File: config.mk
export PLATFORM = sky130hd
export DESIGN_NAME = iqdc_ctrl
export DESIGN_NICKNAME = d
export VERILOG_FILES = /design/src/hw/rtl/assert_macros.svh /design/src/hw/rtl/iqdc_pkg.sv /design/src/hw/rtl/iqdc_ctrl.sv
export SDC_FILE = /design/constraint.sdc
export NUM_CORES = 1
export LEC_CHECK = 0
export BUFFER_PORTS_ARGS = -buffer_cell sky130_fd_sc_hd__buf_4
export CORE_UTILIZATION = 23
export CTS_CLUSTER_SIZE = 30
export DETAILED_ROUTE_END_ITERATION = 16
export PLACE_DENSITY = 0.43
export RECOVER_POWER = 50
export REMOVE_ABC_BUFFERS = 1
export SYNTH_ARGS = -nofsm -noshare
export SYNTH_HDL_FRONTEND = slang
export SYNTH_SLANG_ARGS = --single-unit
File: constraint.sdc
create_clock -name i_clk -period 1.82 [get_ports i_clk]
set_input_delay 0.364 -clock i_clk [delete_from_list [all_inputs] [get_ports i_clk]]
set_output_delay 0.364 -clock i_clk [all_outputs]
set_load 0.01 [all_outputs]
File: src/hw/rtl/assert_macros.svh
// Assertion macros for the downconverter, included by the top-level RTL file
`ifndef ASSERT_MACROS_SVH
`define ASSERT_MACROS_SVH

// Same-cycle implication, disabled while reset is active
`define IQDC_ASSERT_IMPL(label, clk, rst_n, ante, cons) \
    label: assert property (@(posedge clk) disable iff (!(rst_n)) (ante) |-> (cons)) \
        else $error("same-cycle implication violated");

// Next-cycle implication, disabled while reset is active
`define IQDC_ASSERT_NEXT(label, clk, rst_n, ante, cons) \
    label: assert property (@(posedge clk) disable iff (!(rst_n)) (ante) |=> (cons)) \
        else $error("next-cycle implication violated");

`endif

File: src/hw/rtl/iqdc_pkg.sv
// Package: constants, command/status types and sine ROM functions for the downconverter
`default_nettype none

package iqdc_pkg;

    // Defaults for top-level parameters
    localparam int MAX_DECIMATION_DEF  = 1024;
    localparam int FRAME_SAMPLES_DEF   = 8192;
    localparam int SINE_TABLE_BITS_DEF = 10;

    // Field and register widths
    localparam int SAMPLE_W   = 16;
    localparam int PHASE_W    = 32;
    localparam int DEC_W      = 11;
    localparam int ALPHA_W    = 17;
    localparam int MODE_W     = 2;
    localparam int CFG_IDX_W  = 2;
    localparam int CFG_DATA_W = 32;

    // Datapath widths
    localparam int MIX_W      = 18;   // mixed sample, Q2.15
    localparam int LP_W       = 24;   // lowpass state, Q2.21
    localparam int AVG_QW     = 23;   // magnitude of averaged sample
    localparam int LEVEL_W    = 24;   // AGC level, Q0.24
    localparam int MAG_W      = 27;   // square root result
    localparam int SQ_W       = 55;   // square root radicand and work registers
    localparam int SQRT_ITERS = 27;
    localparam int OUT_QW     = 15;   // output quotient bits below saturation
    localparam int ITER_W     = 5;
    localparam int COEFF_W    = 26;
    localparam int SCALE_W    = 30;

    // AGC and output constants
    localparam int unsigned LEVEL_RESET = 167772;
    localparam int unsigned LEVEL_FLOOR = 168;
    localparam int unsigned LEVEL_MAX   = 16777215;
    localparam int unsigned ATTACK_Q32  = 42949673;
    localparam int unsigned RELEASE_Q32 = 858993;
    localparam int unsigned OUT_SCALE   = 966331597;  // 0.45 in Q0.16 times 32767
    localparam int unsigned ALPHA_ONE   = 65536;

    // Sine ROM build constants
    localparam logic [63:0] PI_HALF_Q30 = 64'd1686629713;
    localparam logic [63:0] ONE_Q30     = 64'd1 << 30;

    // Configuration register indexes
    typedef enum logic [CFG_IDX_W-1:0] {
        CFG_DECIMATION = 2'd0,
        CFG_PHASE_STEP = 2'd1,
        CFG_LP_ALPHA   = 2'd2,
        CFG_INPUT_MODE = 2'd3
    } t_cfg_idx;

    // Input modes
    localparam logic [MODE_W-1:0] MODE_I_ONLY = 2'd1;
    localparam logic [MODE_W-1:0] MODE_Q_REAL = 2'd2;

    // Controller to datapath commands
    typedef struct packed {
        logic clear;
        logic load;
        logic mul;
        logic acc;
        logic avg_step;
        logic lp_mul;
        logic lp_add;
        logic sq_mul;
        logic sq_init;
        logic sqrt_step;
        logic lv_mul;
        logic lv_add;
        logic o_mul;
        logic o_num;
        logic o_step;
        logic out_load;
    } t_cmd;

    // Datapath to controller status
    typedef struct packed {
        logic dec_done;
    } t_sts;

    // Quarter-wave sine, degree-11 Taylor in Q2.30, scaled to 32767
    function automatic logic [15:0] quarter_sine(input int unsigned m, input int bits);
        logic [63:0] x;
        logic [63:0] x2;
        logic [63:0] t;
        logic [63:0] s;
        logic [63:0] v;
        x  = (PI_HALF_Q30 * 64'(m)) >> (bits - 2);
        x2 = (x * x) >> 30;
        t  = ONE_Q30 - x2 / 64'd110;
        t  = ONE_Q30 - ((x2 * t) >> 30) / 64'd72;
        t  = ONE_Q30 - ((x2 * t) >> 30) / 64'd42;
        t  = ONE_Q30 - ((x2 * t) >> 30) / 64'd20;
        t  = ONE_Q30 - ((x2 * t) >> 30) / 64'd6;
        s  = (x * t) >> 30;
        v  = (s * 64'd32767 + (64'd1 << 29)) >> 30;
        return v[15:0];
    endfunction

    // Full-turn sine ROM entry, mirrored from the quarter wave
    function automatic logic signed [15:0] sine_entry(input int k, input int bits);
        int unsigned quarter;
        int unsigned quad;
        int unsigned r;
        int unsigned m;
        logic [15:0] v;
        quarter = 1 << (bits - 2);
        quad    = k >> (bits - 2);
        r       = k & (quarter - 1);
        m       = ((quad & 1) != 0) ? quarter - r : r;
        v       = quarter_sine(m, bits);
        return ((quad & 2) != 0) ? -$signed(v) : $signed(v);
    endfunction

endpackage

`default_nettype wire

File: src/hw/rtl/iqdc_ctrl.sv
// Controller: sequences one item through mix, average, lowpass, AGC and output division
`default_nettype none

module iqdc_ctrl #(
    parameter int FRAME_SAMPLES = iqdc_pkg::FRAME_SAMPLES_DEF
) (
    input  wire logic           i_clk,
    input  wire logic           i_rst_n,
    input  wire logic           i_in_valid,
    output logic                o_in_ready,
    output logic                o_out_valid,
    input  wire logic           i_out_ready,
    output logic                o_frame_end,
    input  wire logic           i_cfg_we,
    output iqdc_pkg::t_cmd      o_cmd,
    input  iqdc_pkg::t_sts      i_sts
);
    import iqdc_pkg::*;

    localparam int FP_W = $clog2(FRAME_SAMPLES);

    typedef enum logic [3:0] {
        S_IDLE, S_MUL, S_ACC, S_AVG, S_LPMUL, S_LPADD, S_SQMUL, S_SQINIT,
        S_SQRT, S_LVMUL, S_LVADD, S_OMUL, S_ONUM, S_ODIV, S_OUT
    } t_state;

    t_state            r_state;
    logic [ITER_W-1:0] r_iter;
    logic              r_out_valid;
    logic              r_frame_end;
    logic [FP_W-1:0]   r_frame_pos;
    logic              w_out_free;

    assign w_out_free  = !r_out_valid || i_out_ready;
    assign o_in_ready  = (r_state == S_IDLE);
    assign o_out_valid = r_out_valid;
    assign o_frame_end = r_frame_end;

    // Command decode
    always_comb begin
        o_cmd           = '0;
        o_cmd.clear     = i_cfg_we;
        o_cmd.load      = (r_state == S_IDLE) && i_in_valid;
        o_cmd.mul       = (r_state == S_MUL);
        o_cmd.acc       = (r_state == S_ACC);
        o_cmd.avg_step  = (r_state == S_AVG);
        o_cmd.lp_mul    = (r_state == S_LPMUL);
        o_cmd.lp_add    = (r_state == S_LPADD);
        o_cmd.sq_mul    = (r_state == S_SQMUL);
        o_cmd.sq_init   = (r_state == S_SQINIT);
        o_cmd.sqrt_step = (r_state == S_SQRT);
        o_cmd.lv_mul    = (r_state == S_LVMUL);
        o_cmd.lv_add    = (r_state == S_LVADD);
        o_cmd.o_mul     = (r_state == S_OMUL);
        o_cmd.o_num     = (r_state == S_ONUM);
        o_cmd.o_step    = (r_state == S_ODIV);
        o_cmd.out_load  = (r_state == S_OUT) && w_out_free;
    end

    // State, iteration count, output valid and frame position
    always_ff @(posedge i_clk) begin
        if (!i_rst_n) begin
            r_state     <= S_IDLE;
            r_iter      <= '0;
            r_out_valid <= 1'b0;
            r_frame_end <= 1'b0;
            r_frame_pos <= '0;
        end else begin
            if (r_out_valid && i_out_ready) begin
                r_out_valid <= 1'b0;
            end
            unique case (r_state)
                S_IDLE: begin
                    if (i_in_valid) r_state <= S_MUL;
                end
                S_MUL: r_state <= S_ACC;
                S_ACC: begin
                    r_iter  <= '0;
                    r_state <= i_sts.dec_done ? S_AVG : S_IDLE;
                end
                S_AVG: begin
                    if (r_iter == ITER_W'(AVG_QW - 1)) begin
                        r_state <= S_LPMUL;
                    end else begin
                        r_iter <= r_iter + 1'b1;
                    end
                end
                S_LPMUL: r_state <= S_LPADD;
                S_LPADD: r_state <= S_SQMUL;
                S_SQMUL: r_state <= S_SQINIT;
                S_SQINIT: begin
                    r_iter  <= '0;
                    r_state <= S_SQRT;
                end
                S_SQRT: begin
                    if (r_iter == ITER_W'(SQRT_ITERS - 1)) begin
                        r_state <= S_LVMUL;
                    end else begin
                        r_iter <= r_iter + 1'b1;
                    end
                end
                S_LVMUL: r_state <= S_LVADD;
                S_LVADD: r_state <= S_OMUL;
                S_OMUL: r_state <= S_ONUM;
                S_ONUM: begin
                    r_iter  <= '0;
                    r_state <= S_ODIV;
                end
                S_ODIV: begin
                    if (r_iter == ITER_W'(OUT_QW - 1)) begin
                        r_state <= S_OUT;
                    end else begin
                        r_iter <= r_iter + 1'b1;
                    end
                end
                S_OUT: begin
                    if (w_out_free) begin
                        r_out_valid <= 1'b1;
                        r_state     <= S_IDLE;
                        if (r_frame_pos >= FP_W'(FRAME_SAMPLES - 1)) begin
                            r_frame_end <= 1'b1;
                            r_frame_pos <= '0;
                        end else begin
                            r_frame_end <= 1'b0;
                            r_frame_pos <= r_frame_pos + 1'b1;
                        end
                    end
                end
                default: r_state <= S_IDLE;
            endcase
            // register write restarts framing
            if (i_cfg_we) begin
                r_frame_pos <= '0;
            end
        end
    end

endmodule

`default_nettype wire

# Yosys cells after proc, flatten, opt, wreduce, memory -nomap -nowiden

Index checks and enable logic that the tools add are counted.

Bits of input ports: 6
Flip-flop bits (word level): 24
Output and inout port bits: 19
Word-level logic and storage cells: 62

Reductions and logical operators: 12
Eq/ne operators: 25
Muxes and demuxes: 16
Bitwise operators: 1
Add/subtract/negate cells: 2
Magnitude comparators: 1

Operators by type and width:

| cell                                                                     | number |
|---|---|
| 4-bit case mux with 15 select lines                                      | 1 |
| 4-bit equality test (second input constant)                              | 7 |
| 4-bit 2-to-1 mux                                                         | 5 |
| 5-bit case mux with 4 select lines                                       | 1 |
| 4-bit by 3-bit equality test with 1-bit output (second input constant)   | 4 |
| 5-bit 2-to-1 mux                                                         | 3 |
| 13-bit by 1-bit adder with 13-bit output (second input constant)         | 1 |
| 13-bit >= comparator (second input constant)                             | 1 |
| 13-bit 2-to-1 mux                                                        | 1 |
| 5-bit equality test (second input constant)                              | 2 |
| 2-bit inequality test (second input constant)                            | 5 |
| 4-bit by 2-bit equality test with 1-bit output (second input constant)   | 2 |
| 2-bit by 1-bit inequality test with 1-bit output (second input constant) | 3 |
| 5-bit by 1-bit adder with 5-bit output (second input constant)           | 1 |
| 5-bit by 4-bit equality test with 1-bit output (second input constant)   | 1 |
| 5-bit AND reduction                                                      | 1 |
| 4-bit by 1-bit equality test with 1-bit output (second input constant)   | 1 |
| 4-bit zero test                                                          | 1 |
| 1-bit 2-to-1 mux                                                         | 4 |
| 4-bit AND reduction                                                      | 1 |
| 4-bit nonzero test                                                       | 1 |
| 1-bit logical AND                                                        | 3 |
| 3-bit OR reduction                                                       | 1 |
| 2-bit 2-to-1 mux                                                         | 1 |
| 5 further kinds                                                          | 5 |

# Logic depth before layout (Yosys ltp)

Gate-level depths: netlist of run 1.

Word-level depth: 4
Depth in mapped cells: 7

# Worst setup path before layout of run 1

OpenSTA, ideal clock, no wires.

Kind: reg-to-reg
From: register r_iter[0]
To: register r_iter[3]
Setup time: 0.125 ns
Cell stages (with the launch flop): 8
Path buffers: 0
Clock period less this slack: 1.576 ns
Slack: 0.244 ns
Data arrival time: 1.452 ns
Path through: dfxtp_1 > inv_1 > ha_1 > nand2_1 > nor2_1 > a221oi_4 > a21boi_1 > o32ai_2

Longest elaborated chain between the ends: 3

Ends and longest elaborated chain:

| element                                                                   | RTL line                                           | RTL |
|---|---|---|
| start: declaration                                                        | iqdc_ctrl.sv:28                                    | `logic [ITER_W-1:0] r_iter;` |
| start signal: assignment                                                  | iqdc_ctrl.sv:85                                    | `r_iter <= r_iter + 1'b1;` |
| start signal: assignment                                                  | iqdc_ctrl.sv:99                                    | `r_iter <= r_iter + 1'b1;` |
| start signal: assignment                                                  | iqdc_ctrl.sv:113                                   | `r_iter <= r_iter + 1'b1;` |
| 5-bit by 1-bit adder with 5-bit output (tied with other cells)            | iqdc_ctrl.sv:85, iqdc_ctrl.sv:99, iqdc_ctrl.sv:113 |  |
| 5-bit 2-to-1 mux (tied with other cells)                                  | iqdc_ctrl.sv:110                                   | `if (r_iter == ITER_W'(OUT_QW - 1)) begin` |
| 5-bit case mux with 4 select lines or 4-bit AND reduction (tied branches) | --                                                 |  |

Parallel ways exist; a longest one is shown, timed or not. The select of a mux whose other input is x is not followed.
A chain may end at the register's enable or synchronous reset.

==> results of run 1 <==
==> worst max-delay path, stage by stage, from the launching register on <==
cell and delay [ns]:
dfxtp_4 0.38, buf_6 0.14, or2_4 0.26, nor2_4 0.11
and2_1 0.13, buf_4 0.11
==> area by class of cell <==
class,count,area (µm²)
tap,77,96.3
inverter,5,18.8
timing repair buffer,38,277
multi-input combinational,144,961
fill,685,4410
clock buffer,4,55.1
sequential,24,495
==> registers in the layout (all words and copies together) (netlist names) <==
name / count
r_frame_pos: 13
r_iter: 5
r_state: 4
o_frame_end: 1
o_out_valid: 1
==> worst paths after layout <==
kind,startpoint,to,slack [ns]
worst max-delay path,r_state[3],o_cmd[14],0.07
worst min-delay path,i_cfg_we,r_frame_pos[11],0.26
worst max register to register,r_iter[0],r_iter[3],0.15
worst min register to register,o_frame_end,o_frame_end,0.46
==> report_power, final <==
part | internal [mW] | switching (mW) | leakage [nW]
Sequential | 0.538 | 0.0271 | 0.197
Combinational | 0.133 | 0.130 | 0.503
Clock | 0.193 | 0.176 | 0.0288
==> metrics by stage <==
step / instance area (µm²) / hold WS, ns / utilization [%] / TNS (ns)
after floorplan: 1440 / 0.441 / - / 0
after global placement: 1820 / 0.455 / 28.8 / 0
after detailed placement: 1820 / 0.458 / 28.8 / 0
after CTS: 1880 / 0.258 / 29.8 / 0
after global routing: 1900 / 0.257 / 30.1 / -0.00161
final: 1900 / 0.264 / 30.1 / 0
==> timing repair <==
item | 4_1_cts | 5_1_grt
gates cloned | 0 | 0
endpoints found under the setup margin | 3 | 5
setup buffers | 0 | 1
hold buffers | 0 | 0
resized for setup | 8 | 9
pin swaps | 0 | 2
==> layer usage <==
| layer | vias up | wire, µm | GRT usage (%) |
|---|---|---|---|
| met3 | 2 | 101 | 2.97 |
| met4 | 0 | 29 | 3.10 |
| met2 | 11 | 1600 | 17.5 |
| met1 | 623 | 1720 | 14.5 |
| met5 | - | 0 | 0 |
| li1 | 692 | - | - |
==> cells by family after synthesis <==
group	share of synthesized area [%]
flops	32.0
compound gates	17.2
fa+ha+maj	2.50
simple gates	35.4
buf+inv	5.09
mux	1.33
xor+xnor	6.42
==> cell usage after synthesis, drive strengths merged <==
cell	number	share of area [%]
nor2	29	7.3
nand2	25	6.8
dfxtp	24	32
nand3	9	3.0
nand2b	8	3.3
a21oi	7	2.3
buf	7	3.1
xor2	7	4.1
inv	5	1.3
a21boi	4	2.0
nor2b	4	1.7
xnor2	4	2.3
clkbuf	3	0.75
ha	3	2.5
nand3b	3	1.5
nand4b	3	2.8
o22ai	3	1.7
o32ai	3	2.8
or2	3	1.3
a21o	2	1.0
a31oi	2	0.83
and2	2	0.83
and3	2	0.83
mux2i	2	1.3
nor4	2	2.3
o211ai	2	1.3
o21a	2	1.0
o21ai	2	0.67
a221oi	1	1.8
and4	1	0.58
and4b	1	0.67
and4bb	1	0.83
nor3	1	0.33
nor3b	1	0.50
nor4b	1	0.58
o2111ai	1	0.58
o22a	1	0.58
o32a	1	0.67
or2b	1	0.50
==> flow_summary.toml, run 1 <==
[status]
status = "finished clean"

[floorplan]
start_util_pct = 23.8
die_x_um = 82.8
pin_count = 25
die_h_um = 82.8
die_area_mm2 = 0.00685
num_rows = 29
core_mm2 = 0.00631

[timing]
slew_viol_final = 0
final-hold-violation-count = 0
min_period_over_period_pct = 96.3
worst_pin_slew_ns = 0.324
setup_viol = 0
period_minus_slack_ns = 1.75
max-slew-margin-rel_pct = 78.3
max_freq_mhz = 570
fin_skew_ns = 0.00175
fin_ws_ns = 0.0670

[placement]
portBuffers = 24
hpwl_um = 2630
dp_cells = 287
dp_slack_ns = 0.0885
routabilityCongestion = 0.809

[setup_path]
cp.arrival_ns = 1.39
rr_worst_depth = 8
worst_ep_required_time_ns = 1.46
crit_fanout = 8
crit_path_end_kind = "output port"
worst_setup_path_start_kind = "register"
crit_type = "register to output port"

[drt]
drc = 0
wl_um = 3450
first_pass_iters = 4
vias = 1328
postRouteAntennaNets = 0
drtIter0Drc = 31
viasPerCell = 4.55
wl_per_cell_um = 11.8

[yosys]
yosysWarnings = 0
syn-cell-area_mm2 = 0.00150
postSynthCellCount = 183
ys_seq_area_share_pct = 32.0
synthDistinctLibCells = 48
syn_area_per_cell_um2 = 8.20
synth-seq-cells = 24

[cells_and_area]
final_common_cell = "buf_4"
stdcell_count = 292
layout_common_cells = "buf_4, nor2_1, nand2_1, dfxtp_1, nand3_1"
syn_to_final_growth_pct = 26.9
antennaDiodeCount = 0
drive_gt1_share_pct = 27.0
finalNetCount = 225

[grt]
antenna_found_initial = 0
grt_max_degree = 19
grt-ovfl-total = 0
grt_usage_pct = 11.0
grt_pass1_vias = 1213
grt_pass1_wl_um = 5690

[clock_network]
h-tree-depth = 1
cts-root-buf = "clkbuf_8"
numCtsBuffers = 3
cts_max_path_buffers = 2
clock_latency_ns = 0.27
cts_tree = "done"
clk_pin_slew_ns = 0.09
cts_sinks = 24

[power]
peakVddDrop_uv = 246
p_leak_nw = 0.729
finalPower_mw = 1.20
power_density_mw_per_mm2 = 629

[job]
maxCapViolCount = 0

[min_path]
hold_path.class = "input port to register"
hold_path_depth = 2
Note: power is estimated with default switching activity, not from simulation.
==> run 2: changes to the inputs <==
--- a/config.mk
+++ b/config.mk
@@ -5,10 +5,12 @@
 export SDC_FILE = /design/constraint.sdc
 export NUM_CORES = 1
 export LEC_CHECK = 0
+export ABC_AREA = 1
 export BUFFER_PORTS_ARGS = -buffer_cell sky130_fd_sc_hd__buf_4
 export CORE_UTILIZATION = 23
 export CTS_CLUSTER_SIZE = 30
 export DETAILED_ROUTE_END_ITERATION = 16
+export GPL_TIMING_DRIVEN = 0
 export PLACE_DENSITY = 0.43
 export RECOVER_POWER = 50
 export REMOVE_ABC_BUFFERS = 1
==> run 2 against run 1 <==
Die area up 1.8%; cell area down 2.6%; register-to-register slack improved by 0.06 ns; setup slack better by 0.031 ns; worst hold slack improved by 0.11 ns; cell count up 20%; flip-flop and latch count did not move; core utilization down 1.1 points; critical path type unchanged; largest power group unchanged.
==> flow_summary.toml, run 2 <==
[timing]
rsz0062_at_grt = "false"
period_minus_slack_ns = 1.72
setup_viol = 0
max_freq_mhz = 581
fin_setup_tns_ns = 0
worst_hold_slack_ns = 0.371
fin_ws_ns = 0.0978
final-hold-violation-count = 0
slew_viol_final = 0
worst_pin_slew_ns = 0.332
fin_skew_ns = 0.00657
max-slew-margin-rel_pct = 77.8
min_period_over_period_pct = 94.6

[floorplan]
pin_count = 25
core_mm2 = 0.00639
die_x_um = 83.5
num_rows = 29
die_area_mm2 = 0.00697
start_util_pct = 23.9
die_h_um = 83.5

[grt]
grt_max_degree = 15
grt-ovfl-total = 0
antenna_found_initial = 0
grt_usage_pct = 10.4
grt_pass1_vias = 1376
grt_pass1_wl_um = 6000

[min_path]
hold_path.class = "input port to register"

[placement]
hpwl_um = 2730
portBuffers = 24
postPlaceCellArea_mm2 = 0.00177
routabilityCongestion = 0.792
dp_slack_ns = 0.156

[cells_and_area]
stdcell_area_mm2 = 0.00185
finalNetCount = 283
antennaDiodeCount = 0
final_common_cell = "nand2_1"
final_util_pct = 29.0
syn_to_final_growth_pct = 21.4
drive_gt1_share_pct = 15.4
largest_reg_flops = 13
multi_input_area_um2 = 891
regMostFlops = "r_frame_pos"
layout_common_cells = "nand2_1, nor2_1, inv_1, dfxtp_1"
regArea_um2 = 484
top_regs = "r_frame_pos (13), r_iter (5), r_state (4)"
fillers = 741

[yosys]
ys_seq_area_share_pct = 31.4
async_reset_ff_share_pct = 0
synth_top_area_share_pct = 31.4
post-synth-top-count-cell = "nand2_1"
syn_area_per_cell_um2 = 6.26
synth.largest_area_cell = "dfxtp_1"
syn-cell-area_mm2 = 0.00153
synth_common_cells = "nand2_1, nor2_1, inv_1"
synthDistinctLibCells = 27
synth-seq-cells = 24
postSynthCellCount = 244
synth_edf_count = 0
yosysWarnings = 0
synthTopCellsByArea = "dfxtp_1, nand2_1, nor2_1"
synth_ff_type = "dfxtp_1"

[setup_path]
cpMaxStageDelayCell = "dfxtp_2"
max_stage_delay_ns = 0.37
cp.arrival_ns = 1.36
reg2reg_slack_ns = 0.21
crit_chain = "inv_2 > nor2_4 > nand2_2 > nor2_4 > buf_4"
crit_buf_inv = 2
cpLargestDelayFamily = "simple AND/OR/NAND/NOR gates"
crit_path_frequent_cell = "nor2_4"
crit_path_end_kind = "output port"
crit_fanout = 7
crit_type = "register to output port"
worst_ep_required_time_ns = 1.46
worst_setup_path_start_kind = "register"

[power]
p_leak_nw = 0.820
power_density_mw_per_mm2 = 741
peakVddDrop_uv = 439

[clock_network]
numCtsBuffers = 3
cts_tree = "done"
hold_buffers = 0
cts-root-buf = "clkbuf_8"
h-tree-depth = 1
clk_pin_slew_ns = 0.10
clock_latency_ns = 0.27
cts_sinks = 24
cts_max_path_buffers = 2

[drt]
drc = 0
wl_per_cell_um = 10.4
wl_um = 3630
drtIter0Drc = 26
first_pass_iters = 4
viasPerCell = 4.38
postRouteAntennaNets = 0
vias = 1534

[status]
status = "finished clean"

[job]
maxCapViolCount = 0
## run 2: through the flow
| stage | std cells | total power [mW] |
|---|---|---|
| 3_3_place_gp | 341 | 0.909 |
| 3_5_place_dp | 341 | 0.904 |
| 2_1_floorplan | 240 | 0.807 |
| 4_1_cts | 345 | 1.40 |
| 5_1_grt | 350 | 1.47 |
| 6_report | 350 | 1.37 |
## run 2: logic make-up after synthesis
| group | Yosys count | share of synthesized area, % |
|---|---|---|
| AO/OA/AOI/OAI | 17 | 6.39 |
| XOR/XNOR | 8 | 4.59 |
| adder cells (fa/ha/maj) | 3 | 2.46 |
| buffers and inverters | 39 | 10.6 |
| AND/OR/NAND/NOR | 153 | 44.6 |
| flip-flops | 24 | 31.4 |
## run 2: path summary, 6_finish.rpt
path	start	endpoint	cells after the start
max	r_state[1]	o_cmd[0]	5
min	i_rst_n	r_iter[2]	3
max reg2reg	r_state[0]	r_iter[0]	8
min reg2reg	o_frame_end	o_frame_end	2
## run 2: per-layer routing
metal | track usage [%] | routed length (µm)
met1 | 12.9 | 1770
met2 | 18.1 | 1730
met3 | 2.67 | 97
met4 | 2.31 | 27
met5 | 0 | 0
## run 2: worst register-to-register path: stages, from the launching register on
cell and delay [ns]:
dfxtp_1 0.46, nor2_4 0.09, buf_4 0.14, nand2_1 0.08, nand2_1 0.09, nor2_4 0.17
nand3_2 0.23, a21oi_1 0.19, nor2_1 0.06
## run 2: final cells by class
cell class | instances | share of cell area, %
clock buffers | 3 | 2.23
clock inverters | 1 | 1.62
inverters | 35 | 7.09
multi-input cells | 181 | 48.0
flip-flops and latches | 24 | 26.1
well taps | 77 | 5.20
repair buffers | 29 | 9.72
## run 2: power by group
group / switching (mW) / internal [mW]
registers: 0.0446 / 0.555
clock network: 0.195 / 0.294
logic: 0.177 / 0.109
## run 2: what timing repair did
action / CTS / global route
buffers inserted: 0 / 5
endpoints found under the hold margin: 0 / 0
endpoints found under the setup margin: 0 / 7
gates resized for setup: 0 / 5
==> run 3: changes to the inputs <==
--- a/config.mk
+++ b/config.mk
@@ -7,11 +7,11 @@
 export LEC_CHECK = 0
 export ABC_AREA = 1
 export BUFFER_PORTS_ARGS = -buffer_cell sky130_fd_sc_hd__buf_4
-export CORE_UTILIZATION = 23
+export CORE_UTILIZATION = 55
 export CTS_CLUSTER_SIZE = 30
 export DETAILED_ROUTE_END_ITERATION = 16
 export GPL_TIMING_DRIVEN = 0
-export PLACE_DENSITY = 0.43
+export PLACE_DENSITY = 0.82
 export RECOVER_POWER = 50
 export REMOVE_ABC_BUFFERS = 1
 export SYNTH_ARGS = -nofsm -noshare
==> run 3 against run 2 <==
Setup slack got worse by 0.056 ns; first-iteration DRC count rose by 46%; cell area fell by 6.1%; via count fell by 0.78%; combinational power barely moved; cell count fell by 15%; global-route usage rose by 13 points.
==> flow_summary.toml, run 3 (synthesis results as in run 2) <==
[setup_path]
max_stage_delay_ns = 0.39
crit_buf_inv = 2
crit_path_frequent_cell = "nor2_4"
crit_chain = "inv_2 > nor2_4 > nand2_2 > nor2_4 > buf_4"
cpMaxStageDelayCell = "dfxtp_2"
crit_path_end_kind = "output port"
worst_setup_path_start_kind = "register"
cpLargestDelayFamily = "simple AND/OR/NAND/NOR gates"
crit_fanout = 7
crit_type = "register to output port"
cp.arrival_ns = 1.41
worst_ep_required_time_ns = 1.46

[cells_and_area]
multi_input_area_um2 = 893
top_regs = "r_frame_pos (13), r_iter (5), r_state (4)"
antennaDiodeCount = 0
regMostFlops = "r_frame_pos"
finalNetCount = 278
layout_common_cells = "nand2_1, nor2_1, inv_1, dfxtp_1, nand3_1"
final_common_cell = "nand2_1"
syn_to_final_growth_pct = 13.9
regArea_um2 = 484
fillers = 257
largest_reg_flops = 13
drive_gt1_share_pct = 15.7

[floorplan]
num_rows = 18
start_util_pct = 60.0
pin_count = 25
die_h_um = 54.7
core_mm2 = 0.00254
die_area_mm2 = 0.00299
die_x_um = 54.7

[timing]
fin_ws_ns = 0.0414
worst_pin_slew_ns = 0.314
setup_viol = 0
final-hold-violation-count = 0
fin_setup_tns_ns = 0
slew_viol_final = 0
max-slew-margin-rel_pct = 79.1
period_minus_slack_ns = 1.78
fin_skew_ns = 0.00682
rsz0062_at_grt = "true"
max_freq_mhz = 562
min_period_over_period_pct = 97.7

[clock_network]
clk_pin_slew_ns = 0.13
cts_max_path_buffers = 2
cts_setup_buffers = 0
cts_sinks = 24
hold_buffers = 0
numCtsBuffers = 3
h-tree-depth = 1
cts-root-buf = "clkbuf_4"
clock_latency_ns = 0.32
cts_tree = "done"

[drt]
vias = 1522
first_pass_iters = 4
viasPerCell = 5.11
drc = 0
postRouteAntennaNets = 0
wl_um = 3090
wl_per_cell_um = 10.4
drtIter0Drc = 38

[status]
status = "finished clean"

[grt]
top_usage_layer = "met2"
met1_usage_pct = 30.1
antenna_found_initial = 0
use_met2_pct = 39.8
grt_pass1_vias = 1228
grt_max_degree = 14
grt_pass1_wl_um = 5120
grt-ovfl-total = 0
met3_usage_pct = 5.83
grt_usage_pct = 23.6

[power]
peakVddDrop_uv = 782
p_leak_nw = 0.796
power_density_mw_per_mm2 = 672

[placement]
portBuffers = 24
hpwl_um = 2350
dp_slack_ns = 0.186
routabilityCongestion = 0.866

[job]
maxCapViolCount = 0

[min_path]
hold_path.class = "input port to register"
==> run 3: cell types whose count changed in the layout (fill, tap and decap cells not counted) <==
cell       before  now
nand2_1        64   63
clkbuf_8        3    1
clkbuf_4        0    3
clkbuf_1       10    6
bufinv_16       1    0
buf_4          19   18
nand2_2         3    4
==> run 3: power breakdown <==
group / internal [mW] / switching, mW
clock: 0.122 / 0.161
sequential: 0.556 / 0.0447
combinational: 0.110 / 0.176
total: 0.788 / 0.382
==> run 3: worst paths after layout <==
kind / from / endpoint / slack [ns] / cells after the start
hold / removal: i_rst_n / r_state[2] / 0.31 / 3
setup reg to reg: r_frame_pos[0] / r_frame_pos[9] / 0.23 / 8
setup / recovery: r_state[1] / o_cmd[0] / 0.04 / 5
hold reg to reg: o_frame_end / o_frame_end / 0.47 / 2
==> run 3: per-stage QoR <==
stage          std cells  hold slack, ns  instance area [µm²]  power (mW)  utilization [%]
6_report             298           0.310                 1740        1.17             68.4
5_1_grt              298           0.288                 1740        1.25             68.4
4_1_cts              298           0.299                 1760        1.19             69.0
3_5_place_dp         294           0.460                 1720       0.904             67.4
3_3_place_gp         294           0.456                 1720       0.895             67.4
2_1_floorplan        240           0.470                 1500       0.807                -
==> run 3: cell type report <==
| type | count | share of cell area (%) |
|---|---|---|
| clock buffers | 4 | 2.08 |
| flip-flops and latches | 24 | 27.8 |
| repair buffers | 24 | 9.06 |
| inverters | 35 | 7.55 |
| multi-input cells | 181 | 51.3 |
| well taps | 30 | 2.16 |
==> run 3: worst reg2reg max path, cell delays in order (launching register included) <==
cell	delay, ns
dfxtp_1	0.42
ha_1	0.20
nand3_1	0.11
nor2_1	0.18
nand4_1	0.10
nand2_1	0.09
nand2_1	0.08
nand2_2	0.23
nor2_1	0.09
==> run 3: timing repair <==
action                                  in CTS  in global routing
endpoints found under the hold margin        0                  0
resized for setup                            2                  4
cloned                                       0                  0
pin swaps                                    0                  0
endpoints found under the setup margin       2                  7
==> run 3: per-layer routing <==
metal  routed length (µm)  vias to the layer above
li1                     -                      804
met5                    0                        -
met2                 1380                       31
met1                 1560                      685
met3                  129                        2
met4                   20                        0
